**src/hdl/sida_pkg.sv**
```systemverilog
`default_nettype none

package sida_pkg;

  localparam int ValueWidth  = 32;
  localparam int CharWidth   = 7;
  localparam int Digits      = 10;
  localparam int DigitW      = 4;
  localparam int BcdWidth    = Digits * DigitW;
  localparam int DigitIdxW   = $clog2(Digits);

  // 4 stages x 8 shift steps cover all 32 magnitude bits
  localparam int DabbleSteps  = 8;
  localparam int DabbleStages = ValueWidth / DabbleSteps;

  localparam logic [CharWidth-1:0] CharMinus = 7'h2D;
  localparam logic [CharWidth-1:0] CharZero  = 7'h30;

  typedef struct packed {
    logic                  sign;
    logic [BcdWidth-1:0]   bcd;
    logic [ValueWidth-1:0] bin;
  } work_t;

endpackage

`default_nettype wire

```
**src/hdl/sida_negate.sv**
```systemverilog
`default_nettype none

module sida_negate (
  input  wire logic                           clk,
  input  wire logic                           rst,
  input  wire logic                           in_valid,
  input  wire logic [sida_pkg::ValueWidth-1:0] in_value,
  output logic                                in_ready,
  output logic                                out_valid,
  output sida_pkg::work_t                     out_data,
  input  wire logic                           out_ready
);
  import sida_pkg::*;

  logic valid;
  work_t data;

  assign in_ready  = !valid || out_ready;
  assign out_valid = valid;
  assign out_data  = data;

  always_ff @(posedge clk) begin
    if (rst) begin
      valid <= 1'b0;
    end else if (in_ready) begin
      valid <= in_valid;
    end
  end

  // two's complement magnitude; the most negative value maps to 2^31 unsigned
  always_ff @(posedge clk) begin
    if (in_ready && in_valid) begin
      data.sign <= in_value[ValueWidth-1];
      data.bcd  <= '0;
      data.bin  <= in_value[ValueWidth-1] ? (~in_value + 1'b1) : in_value;
    end
  end

endmodule

`default_nettype wire

```
**src/hdl/sida_dabble.sv**
```systemverilog
`default_nettype none

module sida_dabble (
  input  wire logic   clk,
  input  wire logic   rst,
  input  wire logic   in_valid,
  input  wire sida_pkg::work_t in_data,
  output logic        in_ready,
  output logic        out_valid,
  output sida_pkg::work_t out_data,
  input  wire logic   out_ready
);
  import sida_pkg::*;

  logic  valid;
  work_t data;
  work_t w;

  assign in_ready  = !valid || out_ready;
  assign out_valid = valid;
  assign out_data  = data;

  // shift-add-3 steps for this slice of the magnitude
  always_comb begin
    w = in_data;
    for (int s = 0; s < DabbleSteps; s++) begin
      for (int d = 0; d < Digits; d++) begin
        if (w.bcd[d*DigitW +: DigitW] >= 4'd5) begin
          w.bcd[d*DigitW +: DigitW] = w.bcd[d*DigitW +: DigitW] + 4'd3;
        end
      end
      {w.bcd, w.bin} = {w.bcd[BcdWidth-2:0], w.bin, 1'b0};
    end
  end

  always_ff @(posedge clk) begin
    if (rst) begin
      valid <= 1'b0;
    end else if (in_ready) begin
      valid <= in_valid;
    end
  end

  always_ff @(posedge clk) begin
    if (in_ready && in_valid) begin
      data <= w;
    end
  end

endmodule

`default_nettype wire

```
**src/hdl/sida_serial.sv**
```systemverilog
`default_nettype none

module sida_serial (
  input  wire logic                          clk,
  input  wire logic                          rst,
  input  wire logic                          in_valid,
  input  wire sida_pkg::work_t               in_data,
  output logic                               in_ready,
  output logic                               char_valid,
  output logic [sida_pkg::CharWidth-1:0]     character,
  output logic                               last,
  input  wire logic                          char_stall
);
  import sida_pkg::*;

  logic                busy;
  logic                sign_pend;
  logic [DigitIdxW-1:0] idx;
  logic [BcdWidth-1:0] bcd;

  logic [DigitW-1:0]    dig [Digits];
  logic [DigitIdxW-1:0] top_idx;
  logic                 fire;
  logic                 final_char;

  always_comb begin
    for (int i = 0; i < Digits; i++) begin
      dig[i] = bcd[i*DigitW +: DigitW];
    end
  end

  // most significant nonzero digit; zero keeps a single digit
  always_comb begin
    top_idx = '0;
    for (int i = 0; i < Digits; i++) begin
      if (in_data.bcd[i*DigitW +: DigitW] != '0) begin
        top_idx = DigitIdxW'(i);
      end
    end
  end

  assign final_char = !sign_pend && (idx == '0);
  assign char_valid = busy;
  assign last       = final_char;
  assign character  = sign_pend ? CharMinus : (CharZero + {3'b000, dig[idx]});
  assign fire       = busy && !char_stall;
  assign in_ready   = !busy || (fire && final_char);

  always_ff @(posedge clk) begin
    if (rst) begin
      busy      <= 1'b0;
      sign_pend <= 1'b0;
      idx       <= '0;
    end else if (in_ready && in_valid) begin
      busy      <= 1'b1;
      sign_pend <= in_data.sign;
      idx       <= top_idx;
    end else if (fire) begin
      if (sign_pend) begin
        sign_pend <= 1'b0;
      end else if (idx == '0) begin
        busy <= 1'b0;
      end else begin
        idx <= idx - 1'b1;
      end
    end
  end

  always_ff @(posedge clk) begin
    if (in_ready && in_valid) begin
      bcd <= in_data.bcd;
    end
  end

endmodule

`default_nettype wire

```
**src/hdl/signed_int_to_decimal_ascii_core.sv**
```systemverilog
`default_nettype none

// Channel     Ports                          Transaction
// ---------   ----------------------------   --------------------------------
// value in    value, value_valid, value_stall  one signed 32-bit value
// char out    character, last, char_valid,   one ASCII char; last marks the
//             char_stall                      final char of a value's text
//
// Path from value transaction to first char, each step registered: negate,
// four double-dabble stages of 8 shift steps each, serializer load.
// Each value gives 1 to 11 chars on the output port: one char per cycle while
// char_stall is low, set by the serializer; the pipeline ahead of it accepts
// a value every cycle until it fills behind a serializer that is still busy.
// rst is synchronous and clears every stage valid and the serializer.
// char_stall holds the current char; backpressure ripples up to value_stall.
module signed_int_to_decimal_ascii_core (
  input  wire logic                           clk,
  input  wire logic                           rst,
  input  wire logic [sida_pkg::ValueWidth-1:0] value,
  input  wire logic                           value_valid,
  output logic                                value_stall,
  output logic [sida_pkg::CharWidth-1:0]      character,
  output logic                                last,
  output logic                                char_valid,
  input  wire logic                           char_stall
);
  import sida_pkg::*;

  // stage chain: index 0 is the negate stage output, DabbleStages the last dabble
  logic  st_valid [DabbleStages+1];
  logic  st_ready [DabbleStages+1];
  work_t st_data  [DabbleStages+1];
  logic  neg_in_ready;

  assign value_stall = !neg_in_ready;

  sida_negate u_negate (
    .clk       (clk),
    .rst       (rst),
    .in_valid  (value_valid),
    .in_value  (value),
    .in_ready  (neg_in_ready),
    .out_valid (st_valid[0]),
    .out_data  (st_data[0]),
    .out_ready (st_ready[0])
  );

  // binary to BCD, 8 bits of magnitude per stage
  for (genvar g = 0; g < DabbleStages; g++) begin : g_dabble
    sida_dabble u_dabble (
      .clk       (clk),
      .rst       (rst),
      .in_valid  (st_valid[g]),
      .in_data   (st_data[g]),
      .in_ready  (st_ready[g]),
      .out_valid (st_valid[g+1]),
      .out_data  (st_data[g+1]),
      .out_ready (st_ready[g+1])
    );
  end

  // digits out most significant first, minus sign ahead of them
  sida_serial u_serial (
    .clk        (clk),
    .rst        (rst),
    .in_valid   (st_valid[DabbleStages]),
    .in_data    (st_data[DabbleStages]),
    .in_ready   (st_ready[DabbleStages]),
    .char_valid (char_valid),
    .character  (character),
    .last       (last),
    .char_stall (char_stall)
  );

  // only '-' or a decimal digit ever leaves the block
  a_char_legal: assert property (@(posedge clk) disable iff (rst)
    char_valid |-> (character == CharMinus) ||
                   ((character >= CharZero) && (character <= CharZero + 7'd9)))
    else $error("illegal character on output");

  // a minus sign never ends a run
  a_minus_not_last: assert property (@(posedge clk) disable iff (rst)
    (char_valid && character == CharMinus) |-> !last)
    else $error("minus sign flagged as last");

  // after a minus sign transaction a digit follows
  a_digit_after_minus: assert property (@(posedge clk) disable iff (rst)
    (char_valid && !char_stall && character == CharMinus) |=>
      (char_valid && character != CharMinus))
    else $error("no digit after minus sign");

  // input backpressure only when the first stage holds a value
  a_stall_when_full: assert property (@(posedge clk) disable iff (rst)
    value_stall |-> st_valid[0])
    else $error("input stalled with empty first stage");

endmodule

`default_nettype wire
```
**config.mk**
```make
export PLATFORM = sky130hd
export DESIGN_NAME = signed_int_to_decimal_ascii_core
export DESIGN_NICKNAME = d
export VERILOG_FILES = /design/src/hdl/sida_pkg.sv /design/src/hdl/sida_negate.sv /design/src/hdl/sida_dabble.sv /design/src/hdl/sida_serial.sv /design/src/hdl/signed_int_to_decimal_ascii_core.sv
export SDC_FILE = /design/constraint.sdc
export NUM_CORES = 1
export LEC_CHECK = 0
export BUFFER_PORTS_ARGS = -buffer_cell sky130_fd_sc_hd__buf_2
export CELL_PAD_IN_SITES_DETAIL_PLACEMENT = 1
export CELL_PAD_IN_SITES_GLOBAL_PLACEMENT = 1
export CORE_MARGIN = 5
export CORE_UTILIZATION = 25
export CTS_CLUSTER_SIZE = 8
export DETAILED_ROUTE_END_ITERATION = 12
export GPL_ROUTABILITY_DRIVEN = 0
export GPL_TIMING_DRIVEN = 0
export PLACE_DENSITY = 0.47
export SYNTH_ARGS = -nofsm -noshare
export SYNTH_HDL_FRONTEND = slang
export SYNTH_SLANG_ARGS = --single-unit
```
**constraint.sdc**
```tcl
create_clock -name clk -period 18.2 [get_ports clk]
set_input_delay 3.64 -clock clk [delete_from_list [all_inputs] [get_ports clk]]
set_output_delay 3.64 -clock clk [all_outputs]
set_load 0.02 [all_outputs]
```
# [After elaboration in Yosys (flattened, before gate mapping)]
# Cells that the tools add are included.
[op_classes] order_cmp=266 reduce_logical=38 mux=289 add_sub_neg=268 n_bitwise=2 eq_ne=2
[ops] operator="$ge 4x3->1 const B" n=255
[ops] operator="$mux 4" n=250
[ops] operator="$add 4x2->4 const B" n=234
[ops] operator="$mux 3" n=26
[ops] operator="$add 3x2->3 const B" n=21
[ops] operator="$reduce_bool 4->1" n=9
[ops] operator="$add 32x1->32 const B" n=1
[ops] operator="$not 32->32" n=1
[ops] operator="$mux 31" n=1
[ops] operator="$add 1x2->3 const B" n=9
[ops] operator="$ge 1x3->1 const B" n=9
[ops] operator="$bmux 4 s4" n=1
[ops] operator="$logic_and 1x1->1" n=9
[ops] operator="$logic_not 1->1" n=9
[ops] operator="$mux 1" n=8
[ops] operator="$add 6x4->7 const A" n=1
[ops] operator="$mux 7" n=1
[ops] operator="$logic_or 1x1->1" n=6
[ops] operator="$reduce_and 3->1" n=2
[ops] operator="$ge 5x5->1 const B" n=1
[ops] operator="$not 4->5" n=1
[ops] operator="$logic_not 4->1" n=1
[ops] operator="$mux 2" n=2
[ops] operator="$ne 2x2->1 const B" n=2
[ops] operator="4 further kinds" n=5
[word_totals] output_inout_bits=10 word_cells=889 reg_bits=284 input_bits=36

# [Depth between registers and ports, before layout]
[logic_depth] depth_word=16 mapped_depth=41 depth_no_buf=39

# [Cells and area by module]
# From an unflattened synthesis, not the netlist that was laid out.
[unflattened] hier_cells=7483 hier_area_um2=57068.5
[modules_own_cells] mod="sida_dabble" seq_area_each_um2=1971.9 cells_each=1792 instances=4 area_each_um2=13227.7
[modules_own_cells] mod="sida_serial" seq_area_each_um2=1321.3 cells_each=138 instances=1 area_each_um2=2094.5
[modules_own_cells] mod="sida_negate" seq_area_each_um2=1011.0 cells_each=176 instances=1 area_each_um2=2059.5
[modules_own_cells] mod="signed_int_to_decimal_ascii_core" seq_area_each_um2=0.0 cells_each=1 instances=1 area_each_um2=3.8

# [Least setup slack after synthesis]
# Ideal clock, no wire load.
[synth_timing] kind="input to output" startpoint="input port char_stall" endpoint="output port value_stall" setup_slack_ps=9885 path_buffers=0 t_required_ps=14560 stages=6 arrival_time_ps=4675 path_cell_list="inv_1 a21boi_0 nand3_1 nor2_1 nand3_1 inv_1"
[synth_between] elab_chain_cells=10
[synth_rtl] element="from (decl)" line="signed_int_to_decimal_ascii_core.sv:25" source="input wire logic char_stall"
[synth_rtl] element="$logic_not 1->1" line="sida_serial.sv:46" source="assign fire = busy && !char_stall;"
[synth_rtl] element="$logic_and 1x1->1" line="sida_serial.sv:46"
[synth_rtl] element="$logic_and 1x1->1" line="sida_serial.sv:47" source="assign in_ready = !busy || (fire && final_char);"
[synth_rtl] element="$logic_or 1x1->1" line="sida_serial.sv:47"
[synth_rtl] element="$logic_or 1x1->1 (4 in a row)" line="sida_dabble.sv:19" source="assign in_ready = !valid || out_ready;"
[synth_rtl] element="$logic_or 1x1->1" line="sida_negate.sv:18" source="assign in_ready = !valid || out_ready;"
[synth_rtl] element="$logic_not 1->1" line="signed_int_to_decimal_ascii_core.sv:35" source="assign value_stall = !neg_in_ready;"
[synth_rtl] element="to (decl)" line="signed_int_to_decimal_ascii_core.sv:21" source="output logic value_stall,"
# Every way passes these cells.

# [Worst setup path after layout]
# Ends and elaborated chain as after synthesis.

==> results.sh <==
export IMPL_cts_root_buf="clkbuf_16"
export IMPL_grt_pass1_vias=24295
export IMPL_clock_latency_ns=0.58
export IMPL_crit_required_ns=14.56
export IMPL_initial_core_util=0.252
export IMPL_synth_edf_count=227
export IMPL_io_pins=46
export IMPL_numCtsBuffers=39
export IMPL_worst_pin_slew_ns=1.07
export IMPL_rows=120
export IMPL_track_usage=0.120
export IMPL_stdcell_count=4784
export IMPL_worstPathCellList="buf_2, inv_1, a21boi_1, nand3_1, nor2_1, nand3_1, inv_1, buf_2"
export IMPL_min_path_type="reg -> reg"
export IMPL_clk_path_buf_depth=3
export IMPL_grt_antenna_before_repair=2
export IMPL_slowest_delay_ns=0.66
export IMPL_dr_pass1_iters=5
export IMPL_crit_family="simple AND/OR/NAND/NOR gates"
export IMPL_r2r_end="g_dabble[3].u_dabble.out_data[48]$_DFFE_PP_"
export IMPL_status="finished clean"
export IMPL_synth_seq_cells=238
export IMPL_dieArea_sq_mm=0.115
export IMPL_async_flop_share=0
export IMPL_yosys_warnings=0
export IMPL_grt_pass1_wl_microns=121000
export IMPL_synth_area_sq_mm=0.0270
export IMPL_min_from="g_dabble[0].u_dabble.out_data[22]$_DFFE_PP_"
export IMPL_drive_above_1_share=0.100
export IMPL_r2r_cells=40
export IMPL_die_w_microns=339
export IMPL_layout_nets=3541
export IMPL_cts_sinks=238
export IMPL_slew_violations=0
export IMPL_max_cap_viol_count=0
export IMPL_h_tree_depth=2
export IMPL_cp_end_kind="output port"
export IMPL_core_area_sq_mm=0.107
export IMPL_seq_area_frac_synth=0.261
export IMPL_gr_total_overflow=0
export IMPL_setup_tns_ns=0
export IMPL_ctsResizeCount=0
export IMPL_antenna_cells=0
export IMPL_place_inst=4724
export IMPL_synth_area_per_cell_sq_um=8.25
export IMPL_worstReg2RegStart="g_dabble[2].u_dabble.out_data[40]$_DFFE_PP_"
export IMPL_drt_iter0_drc=869
export IMPL_hpwl_microns=55200
export IMPL_io_buffers=43
export IMPL_fmax_mhz=106
export IMPL_cts_hold_buffers=0
export IMPL_cp_arrival_ns=5.81
export IMPL_min_period_ns=9.45
export IMPL_hold_depth=0
export IMPL_synth_top_flop_cell="edfxtp_1"
export IMPL_placed_area_sq_mm=0.0291
export IMPL_wire_per_inst_microns=14.7
export IMPL_cts_tree="yes"
export IMPL_area_growth_pct=12.3
export IMPL_syn_nets=3452
export IMPL_postCtsSetupBuffers=0
export IMPL_hold_path_endpoint="g_dabble[1].u_dabble.out_data[30]$_DFFE_PP_"
export IMPL_gr_max_usage_layer="met2"
export IMPL_r2r_slack_ns=9.68
export IMPL_wl_microns=70400
export IMPL_post_route_period_util=0.519
export IMPL_cp_max_fo=6
export IMPL_vias=24243
export IMPL_grt_max_degree=43
export IMPL_fp_dieH_microns=339
export IMPL_critical_path_buf_inv_count=4
export IMPL_fin_area_sq_mm=0.0303
export IMPL_viasPerCell=5.07
export IMPL_setup_viol=0
export IMPL_rsz0062_at_grt="false"
export IMPL_ys_types=125
export IMPL_synth_cells=3273
export IMPL_fill_cells=12790
export IMPL_maxSlewHeadroom=0.282
export IMPL_slowest_stage="nor2_1"
export IMPL_route_detailed_drc=0
export IMPL_cp_start_kind="input pin"
export IMPL_grt_util_met2=0.198
export IMPL_worstSetupPathType="in -> out"
export IMPL_fin_skew_ns=0.0253
export IMPL_grtUsageMet1=0.170
export IMPL_hold_viol=0
export IMPL_ant_nets=0
export IMPL_clkTransAtPathRegs_ns=0.05
export IMPL_use_met3=0.0143
-- cell families after synthesis --
group	synth area share
adder cells (fa/ha/maj)	0.0703
other	0.000278
AND/OR/NAND/NOR	0.196
multiplexers	0.0699
buffers and inverters	0.0475
flip-flops	0.261
XOR/XNOR	0.0599
AO/OA/AOI/OAI	0.295
-- routing by layer --
metal	vias to the layer above	wire length, microns
li1	12571	-
met1	11490	36600
met2	129	31400
met3	53	1460
met4	0	952
met5	-	0
-- stage by stage --
step | setup slack [ns] | util | hold slack [ns]
2_1_floorplan | 9.89 | - | 0.400
3_3_place_gp | 8.68 | 0.270 | 0.402
3_5_place_dp | 8.22 | 0.272 | 0.405
4_1_cts | 8.21 | 0.283 | 0.416
5_1_grt | 8.49 | 0.283 | 0.420
6_report | 8.75 | 0.283 | 0.413
-- cell usage after synthesis, types with 35 or more instances --
cell      number  area (sq um)
a211oi_1      51           383
a21o_1        36           270
a21oi_1      236          1180
a31oi_1       56           350
and2_1        44           275
clkbuf_1      78           293
edfxtp_1     227          6820
ha_1         143          1790
inv_1        228           856
mux2_2        60           676
mux2i_1       92           921
nand2_1      270          1010
nand2b_1      77           482
nand3_1       84           420
nor2_1       266           998
nor3_1        84           420
o211ai_1      57           428
o21ai_0      220          1100
o22ai_1       35           219
xnor2_1      120          1050
xor2_1        36           315
-- sequential cells by signal, indices dropped and copies added, names as in the netlist --
signal and count:
u_negate.out_valid 1, u_serial.char_valid 1, g_dabble.u_dabble.out_valid 4, u_serial.bcd 40
u_serial.idx 4, u_serial.sign_pend 1, g_dabble.u_dabble.out_data 154, u_negate.out_data 33
-- final cells by class --
type	instances	area, sq um	share of cell area
inverters	237	890	0.0293
clock inverters	12	178	0.00586
clock buffers	48	1010	0.0333
multi-input cells	2702	18700	0.618
repair buffers	48	315	0.0104
flip-flops and latches	238	7040	0.232
plain buffers	96	394	0.0130
well taps	1403	1760	0.0579
-- worst max-delay path by stage --
| stage | depth (start not counted) | end | start | slack [ns] |
|---|---|---|---|---|
| after floorplan | 6 | value_stall | char_stall | 9.89 |
| after global placement | 6 | g_dabble[0].u_dabble.out_data[40]$_DFFE_PP_ | char_stall | 8.68 |
| after detailed placement | 8 | value_stall | char_stall | 8.22 |
| after CTS | 8 | value_stall | char_stall | 8.21 |
| after global routing | 8 | value_stall | char_stall | 8.49 |
| final | 8 | value_stall | char_stall | 8.75 |
-- worst register-to-register path: cells and delay by family (launching register included) --
| family | cells | cell delay, ns |
|---|---|---|
| AOI/OAI and AO/OA | 11 | 2.45 |
| xor gates and xnor gates | 4 | 0.80 |
| adders and majority gates | 6 | 1.43 |
| buffers and inverters | 8 | 0.93 |
| DFF | 1 | 0.46 |
| and+or+nand+nor | 11 | 2.18 |
-- cell usage in the layout, fill, tap and decap left out, types with 28 or more instances in the layout --
cell type	n
a21o_1	36
ha_1	143
or3_1	34
nand2_1	270
a211oi_1	51
a31oi_1	55
o211ai_1	57
o21ai_1	33
nand3_1	84
a21oi_1	236
clkbuf_16	39
xor2_1	36
mux2_2	60
xnor2_1	120
o22ai_1	35
edfxtp_1	227
nand2b_1	77
buf_2	52
clkbuf_1	87
mux2i_1	92
inv_1	227
o31ai_1	34
o21a_1	28
and2_1	44
nor2_1	265
o21ai_0	220
nor3_1	84
Power is not shown: default switching activity piles up to over one toggle a cycle in this logic, so the estimate is an artifact.
